[src/rtl/core/indexed_ordered_list_unit_assert.svh]
// assertion macros for the ordered list unit
// expects i_clk and i_rst_n in the scope where a macro is used
`ifndef INDEXED_ORDERED_LIST_UNIT_ASSERT_SVH
`define INDEXED_ORDERED_LIST_UNIT_ASSERT_SVH

// same-cycle implication
`define IOLU_ASSERT_NOW(lbl, ante, cons, msg) \
    lbl: assert property (@(posedge i_clk) disable iff (!i_rst_n) (ante) |-> (cons)) \
        else $error(msg);

// next-cycle implication
`define IOLU_ASSERT_NEXT(lbl, ante, cons, msg) \
    lbl: assert property (@(posedge i_clk) disable iff (!i_rst_n) (ante) |=> (cons)) \
        else $error(msg);

`endif

[src/rtl/core/iolu_pkg.sv]
`timescale 1ns / 1ps
// shared types and constants for the ordered list unit
// no dependencies
package iolu_pkg;

    localparam int CAPACITY = 64;
    localparam int ADDR_W   = $clog2(CAPACITY);
    localparam int CNT_W    = 7;
    localparam int POS_W    = 7;
    localparam int DATA_W   = 32;

    localparam logic signed [DATA_W-1:0] READ_MISS = -32'sd1;

    typedef enum logic [2:0] {
        CMD_INS_HEAD = 3'd0,
        CMD_INS_TAIL = 3'd1,
        CMD_INS_AT   = 3'd2,
        CMD_DEL_HEAD = 3'd3,
        CMD_DEL_TAIL = 3'd4,
        CMD_DEL_AT   = 3'd5,
        CMD_READ_AT  = 3'd6
    } t_cmd;

    typedef enum logic [1:0] {
        ST_OK     = 2'd0,
        ST_BADIDX = 2'd1,
        ST_EMPTY  = 2'd2,
        ST_FULL   = 2'd3
    } t_status;

    typedef enum logic [1:0] {
        S_IDLE = 2'd0,
        S_COPY = 2'd1,
        S_READ = 2'd2,
        S_DONE = 2'd3
    } t_state;

    typedef struct packed {
        logic [2:0]              command;
        logic [POS_W-1:0]        position;
        logic signed [DATA_W-1:0] item_value;
    } t_in;

    typedef struct packed {
        t_status                 status;
        logic signed [DATA_W-1:0] read_value;
        logic [CNT_W-1:0]        entry_count;
    } t_out;

    // decode of an accepted command
    typedef struct packed {
        t_status          status;
        logic             go_copy;
        logic             go_read;
        logic             insert;
        logic [ADDR_W-1:0] at;
        logic [CNT_W-1:0] left;
        logic [ADDR_W-1:0] first;
        logic [CNT_W-1:0] count;
        logic signed [DATA_W-1:0] rdval;
    } t_dec;

endpackage

[src/rtl/core/indexed_ordered_list_unit.sv]
`timescale 1ns / 1ps
// ordered list of signed values kept in one ram, shifted entry by entry
// depends on iolu_pkg, iolu_ram and indexed_ordered_list_unit_assert.svh
//
//  channel   dir   payload   handshake
//  in        in    t_in      i_in_valid / o_in_stall
//  out       out   t_out     o_out_valid / i_out_stall
//
// an insert, or a delete not at the tail, shifts the entries past its index
// in S_COPY, one entry per cycle via the ram's single read and write port
// a read goes via S_READ, a refused or trivial command skips to S_DONE
// reset is synchronous and clears the count; the ram needs no clearing
// a new command is taken while a result still waits at the output register

module indexed_ordered_list_unit
    import iolu_pkg::*;
(
    input  logic i_clk,
    input  logic i_rst_n,
    input  logic i_in_valid,
    output logic o_in_stall,
    input  t_in  i_in,
    output logic o_out_valid,
    input  logic i_out_stall,
    output t_out o_out
);

    t_state r_state, n_state;
    logic [CNT_W-1:0]  r_count, n_count;
    logic              r_out_valid, n_out_valid;
    t_out              r_out, n_out;
    logic              r_pend, n_pend;
    logic [ADDR_W-1:0] r_pend_addr, n_pend_addr;
    logic [ADDR_W-1:0] r_rd_addr, n_rd_addr;
    logic [CNT_W-1:0]  r_left, n_left;
    logic              r_insert, n_insert;
    logic [ADDR_W-1:0] r_at, n_at;
    logic signed [DATA_W-1:0] r_val, n_val;
    t_status           r_status, n_status;
    logic signed [DATA_W-1:0] r_rdval, n_rdval;
    logic [CNT_W-1:0]  r_count_n, n_count_n;

    logic              in_xfer;
    logic              out_free;
    t_dec              dec;
    logic [CNT_W-1:0]  ins_at;
    logic [CNT_W-1:0]  del_at;

    logic              ram_we;
    logic [ADDR_W-1:0] ram_waddr;
    logic [DATA_W-1:0] ram_wdata;
    logic [ADDR_W-1:0] ram_raddr;
    logic [DATA_W-1:0] ram_rdata;

    assign o_in_stall  = (r_state != S_IDLE);
    assign in_xfer     = i_in_valid && (r_state == S_IDLE);
    assign out_free    = !r_out_valid || !i_out_stall;
    assign o_out_valid = r_out_valid;
    assign o_out       = r_out;

    iolu_ram #(
        .WIDTH (DATA_W),
        .DEPTH (CAPACITY)
    ) u_cells (
        .i_clk   (i_clk),
        .i_we    (ram_we),
        .i_waddr (ram_waddr),
        .i_wdata (ram_wdata),
        .i_raddr (ram_raddr),
        .o_rdata (ram_rdata)
    );

    // command decode against the current count
    always_comb begin
        dec         = '0;
        dec.status  = ST_OK;
        dec.count   = r_count;
        dec.first   = ADDR_W'(r_count - CNT_W'(1));
        ins_at      = '0;
        del_at      = '0;
        case (i_in.command)
            CMD_INS_HEAD, CMD_INS_TAIL, CMD_INS_AT: begin
                if (i_in.command == CMD_INS_HEAD) begin
                    ins_at = '0;
                end else if (i_in.command == CMD_INS_TAIL) begin
                    ins_at = r_count;
                end else begin
                    ins_at = i_in.position;
                end
                if (ins_at > r_count) begin
                    dec.status = ST_BADIDX;
                end else if (r_count == CNT_W'(CAPACITY)) begin
                    dec.status = ST_FULL;
                end else begin
                    dec.go_copy = 1'b1;
                    dec.insert  = 1'b1;
                    dec.at      = ins_at[ADDR_W-1:0];
                    dec.left    = r_count - ins_at;
                    dec.count   = r_count + CNT_W'(1);
                end
            end
            CMD_DEL_HEAD, CMD_DEL_AT: begin
                del_at = (i_in.command == CMD_DEL_HEAD) ? '0 : i_in.position;
                if (i_in.command == CMD_DEL_HEAD && r_count == '0) begin
                    dec.status = ST_EMPTY;
                end else if (del_at >= r_count) begin
                    dec.status = ST_BADIDX;
                end else begin
                    dec.go_copy = 1'b1;
                    dec.at      = del_at[ADDR_W-1:0];
                    dec.left    = r_count - CNT_W'(1) - del_at;
                    dec.first   = ADDR_W'(del_at + CNT_W'(1));
                    dec.count   = r_count - CNT_W'(1);
                end
            end
            CMD_DEL_TAIL: begin
                if (r_count == '0) begin
                    dec.status = ST_EMPTY;
                end else begin
                    dec.count = r_count - CNT_W'(1);
                end
            end
            CMD_READ_AT: begin
                if (i_in.position >= r_count) begin
                    dec.status = ST_BADIDX;
                    dec.rdval  = READ_MISS;
                end else begin
                    dec.go_read = 1'b1;
                end
            end
            default: begin
            end
        endcase
    end

    // next state
    always_comb begin
        n_state = r_state;
        case (r_state)
            S_IDLE: begin
                if (in_xfer) begin
                    if (dec.go_copy) begin
                        n_state = S_COPY;
                    end else if (dec.go_read) begin
                        n_state = S_READ;
                    end else begin
                        n_state = S_DONE;
                    end
                end
            end
            S_COPY: begin
                if (r_left == '0 && !r_pend) begin
                    n_state = S_DONE;
                end
            end
            S_READ: begin
                n_state = S_DONE;
            end
            S_DONE: begin
                if (out_free) begin
                    n_state = S_IDLE;
                end
            end
            default: begin
                n_state = S_IDLE;
            end
        endcase
    end

    // ram control and datapath
    always_comb begin
        n_count     = r_count;
        n_out_valid = r_out_valid && i_out_stall;
        n_out       = r_out;
        n_pend      = 1'b0;
        n_pend_addr = r_pend_addr;
        n_rd_addr   = r_rd_addr;
        n_left      = r_left;
        n_insert    = r_insert;
        n_at        = r_at;
        n_val       = r_val;
        n_status    = r_status;
        n_rdval     = r_rdval;
        n_count_n   = r_count_n;
        ram_we      = 1'b0;
        ram_waddr   = r_pend_addr;
        ram_wdata   = ram_rdata;
        ram_raddr   = r_rd_addr;
        case (r_state)
            S_IDLE: begin
                ram_raddr = i_in.position[ADDR_W-1:0];
                if (in_xfer) begin
                    n_status  = dec.status;
                    n_rdval   = dec.rdval;
                    n_count_n = dec.count;
                    n_insert  = dec.insert;
                    n_at      = dec.at;
                    n_left    = dec.left;
                    n_rd_addr = dec.first;
                    n_val     = i_in.item_value;
                end
            end
            S_COPY: begin
                // data read last cycle lands one place over
                if (r_pend) begin
                    ram_we    = 1'b1;
                    ram_waddr = r_pend_addr;
                    ram_wdata = ram_rdata;
                end
                if (r_left != '0) begin
                    ram_raddr = r_rd_addr;
                    n_pend    = 1'b1;
                    n_left    = r_left - CNT_W'(1);
                    if (r_insert) begin
                        n_pend_addr = r_rd_addr + ADDR_W'(1);
                        n_rd_addr   = r_rd_addr - ADDR_W'(1);
                    end else begin
                        n_pend_addr = r_rd_addr - ADDR_W'(1);
                        n_rd_addr   = r_rd_addr + ADDR_W'(1);
                    end
                end else if (!r_pend && r_insert) begin
                    ram_we    = 1'b1;
                    ram_waddr = r_at;
                    ram_wdata = r_val;
                end
            end
            S_READ: begin
                n_rdval = ram_rdata;
            end
            S_DONE: begin
                if (out_free) begin
                    n_out_valid       = 1'b1;
                    n_out.status      = r_status;
                    n_out.read_value  = r_rdval;
                    n_out.entry_count = r_count_n;
                    n_count           = r_count_n;
                end
            end
            default: begin
            end
        endcase
    end

    always_ff @(posedge i_clk) begin
        if (!i_rst_n) begin
            r_state     <= S_IDLE;
            r_count     <= '0;
            r_out_valid <= 1'b0;
            r_pend      <= 1'b0;
        end else begin
            r_state     <= n_state;
            r_count     <= n_count;
            r_out_valid <= n_out_valid;
            r_pend      <= n_pend;
        end
    end

    always_ff @(posedge i_clk) begin
        r_out       <= n_out;
        r_pend_addr <= n_pend_addr;
        r_rd_addr   <= n_rd_addr;
        r_left      <= n_left;
        r_insert    <= n_insert;
        r_at        <= n_at;
        r_val       <= n_val;
        r_status    <= n_status;
        r_rdval     <= n_rdval;
        r_count_n   <= n_count_n;
    end

`include "indexed_ordered_list_unit_assert.svh"

    `IOLU_ASSERT_NOW(a_no_overlap, (r_state == S_COPY && r_pend && r_left != '0), (r_pend_addr != r_rd_addr), "shift read and write hit the same entry")
    `IOLU_ASSERT_NEXT(a_busy_after_xfer, in_xfer, (r_state != S_IDLE), "block idle right after a transfer")
    `IOLU_ASSERT_NOW(a_count_bound, 1'b1, (r_count <= CNT_W'(CAPACITY)), "entry count beyond capacity")
    `IOLU_ASSERT_NOW(a_single_write, (r_state != S_COPY), (!ram_we), "ram written outside a shift")

endmodule

[src/rtl/core/iolu_ram.sv]
`timescale 1ns / 1ps
// generic single-write, single-read ram with registered read data
// no dependencies
module iolu_ram #(
    parameter int WIDTH = 32,
    parameter int DEPTH = 64
) (
    input  logic                     i_clk,
    input  logic                     i_we,
    input  logic [$clog2(DEPTH)-1:0] i_waddr,
    input  logic [WIDTH-1:0]         i_wdata,
    input  logic [$clog2(DEPTH)-1:0] i_raddr,
    output logic [WIDTH-1:0]         o_rdata
);

    logic [WIDTH-1:0] r_mem [DEPTH];
    logic [WIDTH-1:0] r_rdata;

    always_ff @(posedge i_clk) begin
        if (i_we) begin
            r_mem[i_waddr] <= i_wdata;
        end
        r_rdata <= r_mem[i_raddr];
    end

    assign o_rdata = r_rdata;

endmodule

[config.mk]
export PLATFORM = sky130hd
export DESIGN_NAME = indexed_ordered_list_unit
export DESIGN_NICKNAME = d
export VERILOG_FILES = /design/src/rtl/core/iolu_pkg.sv /design/src/rtl/core/indexed_ordered_list_unit.sv /design/src/rtl/core/iolu_ram.sv
export VERILOG_INCLUDE_DIRS = /design/src /design/src/rtl/core
export SDC_FILE = /design/constraint.sdc
export NUM_CORES = 2
export LEC_CHECK = 0
export ABC_AREA = 1
export BUFFER_PORTS_ARGS = -buffer_cell sky130_fd_sc_hd__buf_2
export CAP_MARGIN = 10
export CELL_PAD_IN_SITES_DETAIL_PLACEMENT = 0
export CELL_PAD_IN_SITES_GLOBAL_PLACEMENT = 1
export CORE_MARGIN = 3
export CORE_UTILIZATION = 40
export CTS_CLUSTER_DIAMETER = 30
export CTS_CLUSTER_SIZE = 20
export DETAILED_ROUTE_END_ITERATION = 8
export MAX_ROUTING_LAYER = met4
export PLACE_DENSITY = 0.75
export SYNTH_ARGS = -nofsm -noshare
export SYNTH_HDL_FRONTEND = slang
export SYNTH_SLANG_ARGS = --single-unit
[constraint.sdc]
create_clock -name i_clk -period 6.1 [get_ports i_clk]
set_input_delay 0.305 -clock i_clk [delete_from_list [all_inputs] [get_ports i_clk]]
set_output_delay 0.305 -clock i_clk [all_outputs]
set_load 0.02 [all_outputs]
# == Word-level counts from Yosys, hierarchy flattened ==
# Memories as Yosys holds them, arrays and structs flattened. A register that Yosys moved wholly into a read port is not among the register bits.
# Cells that the tools add are included.
# totals
reg_bits,151
mem_bits_rw,2048
inputBits,46
output_inout_bits,43
elab_cells,132
n_memories,1
# memory_table
name,words,width,read_ports,rd_ports_with_merged_regs,wr,line_no,source
u_cells.r_mem,64,32,1,1,1,iolu_ram.sv:16,logic [WIDTH-1:0] r_mem [DEPTH];
# classes
addsub,8
order_cmp,3
n_eq_ne,14
muxes,62
bitwise_logic,1
n_reduce_logical,27
# op_table
operator,n
2-to-1 mux 32 bit,6
case mux 32 bit (2 select lines),1
2-to-1 mux 7 bit,9
2-to-1 mux 6 bit,9
2-to-1 mux 26 bit,2
case mux 13 bit (2 select lines),1
case mux 7 bit (3 select lines),1
2-to-1 mux 1 bit,18
2-to-1 mux 2 bit,8
case mux 2 bit (4 select lines),2
greater-or-equal comparator 7 bit,2
logical NOT 7 bit,2
2-to-1 mux 14 bit,1
case mux 7 bit (2 select lines),1
"subtractor 7 x 1 -> 7 bit, second input constant",2
subtractor 7 bit,2
2-to-1 mux 13 bit,1
"adder 6 x 1 -> 6 bit, second input constant",2
case mux 6 bit (2 select lines),1
AND reduction 2 bit,5
"equality test 3 bit, second input constant",3
"inequality test 2 bit, second input constant",4
"adder 7 x 1 -> 7 bit, second input constant",1
"equality test 7 bit, second input constant",1
other kinds (18),30

# == Logic depth before layout (Yosys ltp) ==
# logic_depth
ltp_word,10
depth_mapped,19
ltp_nobuf,19

# == Modules after synthesis ==
# A second synthesis with hierarchy kept.
# hier_totals
hier_cells,7553
area_unflattened_um2,90735.8
# modules_own_cells
mod,n_inst,cells_per_inst,area_per_inst_um2,seq_area_each_um2
iolu_ram,1,6769,82738.1,62139.6
indexed_ordered_list_unit,1,784,7997.7,4424.2

# == Worst setup path after synthesis ==
# OpenSTA, ideal clock, no wires.
# synth_path
path_type,register to register
start,register r_state[1]
end,"memory u_cells.r_mem[0][31], data pin"
setup_ns,0.702
arrival_time_ns,3.514
required_time_ns,5.398
slack_ns,1.884
stages_incl_launch_ff,7
n_path_buf,1
period_less_slack_ns,4.216
cell_sequence,dfxtp_1 inv_1 ha_1 nand2_1 nor3_4 buf_6 o21ai_0
# synth_via
elab_chain_len,2
# synth_rtl
element,line_no,source
start: declaration,indexed_ordered_list_unit.sv:28,"t_state r_state, n_state;"
start signal: assignment,indexed_ordered_list_unit.sv:251,r_state <= n_state;
equality test 2 x 1 -> 1 bit,indexed_ordered_list_unit.sv:189,case (r_state)
2-to-1 mux 32 bit,indexed_ordered_list_unit.sv:189,
named net ram_wdata[31],indexed_ordered_list_unit.sv:51,logic [DATA_W-1:0] ram_wdata;
end: declaration,iolu_ram.sv:16,
# The timed path passes the listed nets, and every way through them passes these cells.

# == Final worst setup path ==
# layout_path
start,register r_state[1]
end,"memory u_cells.r_mem[31][26], enable pin"
# layout_via
elab_chain_len,4
elab_cells_between_ends,5
classes_between,eq/ne (1); mux (4)
# layout_rtl
element,line_no,source
equality test 2 x 1 -> 1 bit (*),indexed_ordered_list_unit.sv:189,
2-to-1 mux 1 bit,indexed_ordered_list_unit.sv:189,
2-to-1 mux 1 bit,iolu_ram.sv:20,if (i_we) begin
2-to-1 mux 1 bit (not written as such),iolu_ram.sv:21,r_mem[i_waddr] <= i_wdata;
# Every way passes the cells marked *; elsewhere a longest branch is shown, timed or not.

==> flow_summary.json <==
{
  "synth_nets": 7764,
  "clk_pin_slew_ns": 0.06,
  "cts_resized": 0,
  "cap_viol_max_count": 0,
  "drive_gt1_share_pct": 13.11,
  "grt-ovfl-total": 0,
  "hold_violations": 0,
  "die_x_um": 483.0,
  "wl_per_cell_um": 23.89,
  "grt_max_degree": 169,
  "yosysSeqAreaShare_pct": 73.13,
  "num_vias": 62070,
  "finalNetCount": 8007,
  "ys_ff_latch": 2231,
  "rsz0062_at_grt": "false",
  "max_freq_mhz": 199.3,
  "antenna_found_initial": 17,
  "final_area_um2": 110300,
  "worstPathCellList": "inv_1, ha_1, nand2_1, nor3_4, buf_4, nand2_1, nand2_4, nand4_1, nor2_4, buf_4",
  "endpoint_kind": "flip-flop",
  "max_slew.worst_pin.slew_ns": 1.326,
  "slowest_stage": "nor2_4",
  "vdd_drop_max_uv": 626.5,
  "fillers": 19400,
  "cts_made_buffers": 425,
  "gp_congestion": 0.9382,
  "placed_area_um2": 94950,
  "synth-main-ff-cell": "edfxtp_1",
  "period_share_pct": 82.24,
  "firstDrtPassIters": 6,
  "insertion_delay_ns": 1.00,
  "ant_nets": 0,
  "hold_class": "in -> reg",
  "gr-usage-all-layers_pct": 23.14,
  "cts_sinks": 2231,
  "syn_avg_cell_area_um2": 11.85,
  "power_leakage_nw": 40.17,
  "num_rows": 174,
  "powerDensity_nw_per_um2": 642.9,
  "path_class": "reg -> reg",
  "initial_core_util_pct": 40.36,
  "synthArstFlopShare_pct": 0,
  "detailedPlacementHpwl_um": 145800,
  "slew_violations": 0,
  "grt_pass1_wl_um": 392500,
  "dieArea_um2": 233300,
  "die_h_um": 483.0,
  "tritoncts": "built",
  "finalWirelength_um": 269300,
  "skew_ns": 0.07569,
  "post_cts_buffers": 0,
  "multiInputGateArea_um2": 22230,
  "status": "completed",
  "drc": 0,
  "seq_area_um2": 66560,
  "first_global_vias": 58430,
  "drt_iter0_markers": 8083,
  "ys_types": 46,
  "syn_area_um2": 91030,
  "synth-edff-count": 2188,
  "cts_root_buf": "clkbuf_16",
  "worst-path-max-fanout": 36,
  "htreeDepth": 5,
  "fin_crit_ns": 5.017,
  "cp_data_arrival_time_ns": 5.65,
  "syn_to_final_growth_pct": 21.20,
  "cts_buffer_depth": 4,
  "core_area_um2": 225500,
  "syn_inst": 7681,
  "max_slew_margin_pct": 11.59,
  "yosysWarnings": 0,
  "setup_viol": 0,
  "fin_tns_setup_ns": 0,
  "start_kind": "flip-flop",
  "io_pins": 89,
  "critPathMaxStageDelay_ns": 1.15,
  "crit_required_ns": 6.73,
  "via_per_inst": 5.506,
  "io_buffers": 88
}
==> cells in the final DEF (no fill, tap or decap), types with 53 or more instances in the layout <==
master	netlist	layout
a21oi_1	73	73
buf_2	282	88
buf_4	44	109
bufinv_16	0	72
clkbuf_16	0	431
clkinv_2	0	60
clkinvlp_4	0	54
dlygate4sd3_1	0	53
edfxtp_1	2188	2188
inv_1	133	130
nand2_1	2525	2494
nand3_1	1560	1560
nor2_1	234	169
nor2_4	4	69
o211ai_1	57	57
o21ai_0	205	202
==> report_power, final <==
| part | internal, mW | switching [mW] | leakage [nW] |
|---|---|---|---|
| clock | 16.0 | 7.94 | 7.11 |
| combinational | 6.14 | 20.7 | 12.9 |
| sequential | 19.7 | 0.469 | 20.2 |
==> sequential cells by signal, indices dropped and copies added, names as in the netlist <==
name / flops
o_out: 41
o_out_valid: 1
r_at: 6
r_count: 7
r_count_n: 7
r_insert: 1
r_left: 7
r_pend: 1
r_pend_addr: 6
r_rd_addr: 6
r_rdval: 32
r_state: 2
r_status: 2
r_val: 32
u_cells.o_rdata: 32
u_cells.r_mem: 2048
==> cell type report <==
class,count,area share (%)
sequential,2231,60.33
multi-input combinational,4841,20.15
clock buffer,460,9.874
clock inverter,318,3.550
tap,2992,3.393
timing repair buffer,280,2.166
inverter,145,0.5239
antenna,6,0.01361
==> final timing paths <==
kind	from	to	slack, ns	cells past startpoint
min reg2reg	r_rdval[15]	o_out[22]	0.41	0
min	i_in[24]	r_val[24]	0.04	2
max reg2reg	r_state[1]	u_cells.r_mem[31][26]	1.08	10
max	r_state[1]	u_cells.r_mem[31][26]	1.08	10
==> per-layer routing <==
metal  GRT usage [%]  routed length [um]  vias up
met5               -                   0        -
met4           8.234                8689        0
met3           4.397               28430      454
met2           33.45              120200     3295
met1           32.69              112100    30490
li1                -                   -    27830
==> through the flow <==
stage          setup WS, ns  hold WS, ns  utilization, %  std cells  power (mW)
3_5_place_dp          1.194       0.4045           42.10      10440       46.63
5_1_grt              0.9122     0.009498           48.91      11270       73.86
4_1_cts               1.150     0.003306           48.90      11270       70.65
6_report              1.083      0.03706           48.92      11270       70.93
2_1_floorplan         1.884       0.4003               -       7681       36.05
3_3_place_gp          1.222       0.4052           42.10      10440       46.36
==> critical path: cells and delay by family, from the launching register on <==
| family | cells | cell delay (ns) |
|---|---|---|
| buffers and inverters | 3 | 0.84 |
| adders and majority gates | 1 | 0.47 |
| and+or+nand+nor | 6 | 3.00 |
| DFF | 1 | 0.34 |
==> cells by family (layout without fill, tap and decap cells) <==
group / after synthesis / after routing / share of synthesized area, %
simple gates: 4372 / 4372 / 20.42
flops: 2231 / 2231 / 73.13
xor+xnor: 23 / 23 / 0.2213
compound gates: 408 / 408 / 2.535
other cells: 0 / 6 / 0
fa+ha+maj: 37 / 37 / 0.5168
buf+inv: 609 / 1203 / 3.174
mux: 1 / 1 / 0.01100
==> synth_stat cells, drive strengths merged, types with 36 or more instances <==
library cell,count,share of area [%]
nand3,1562,8.6
buf,364,2.2
o21ai,213,1.2
clkbuf,100,0.41
o211ai,57,0.47
inv,143,0.59
nand2,2535,10
a21oi,73,0.40
dfxtp,43,0.95
edfxtp,2188,72
o22ai,46,0.32
nor2,239,1.0
ha,36,0.49
==> repair_timing <==
| item | in CTS | in global routing |
|---|---|---|
| hold endpoints to repair | 59 | 0 |
| hold buffers | 53 | 0 |
| endpoints found under the setup margin | 0 | 0 |
No activity file was read; power rests on OpenSTA's default activity.
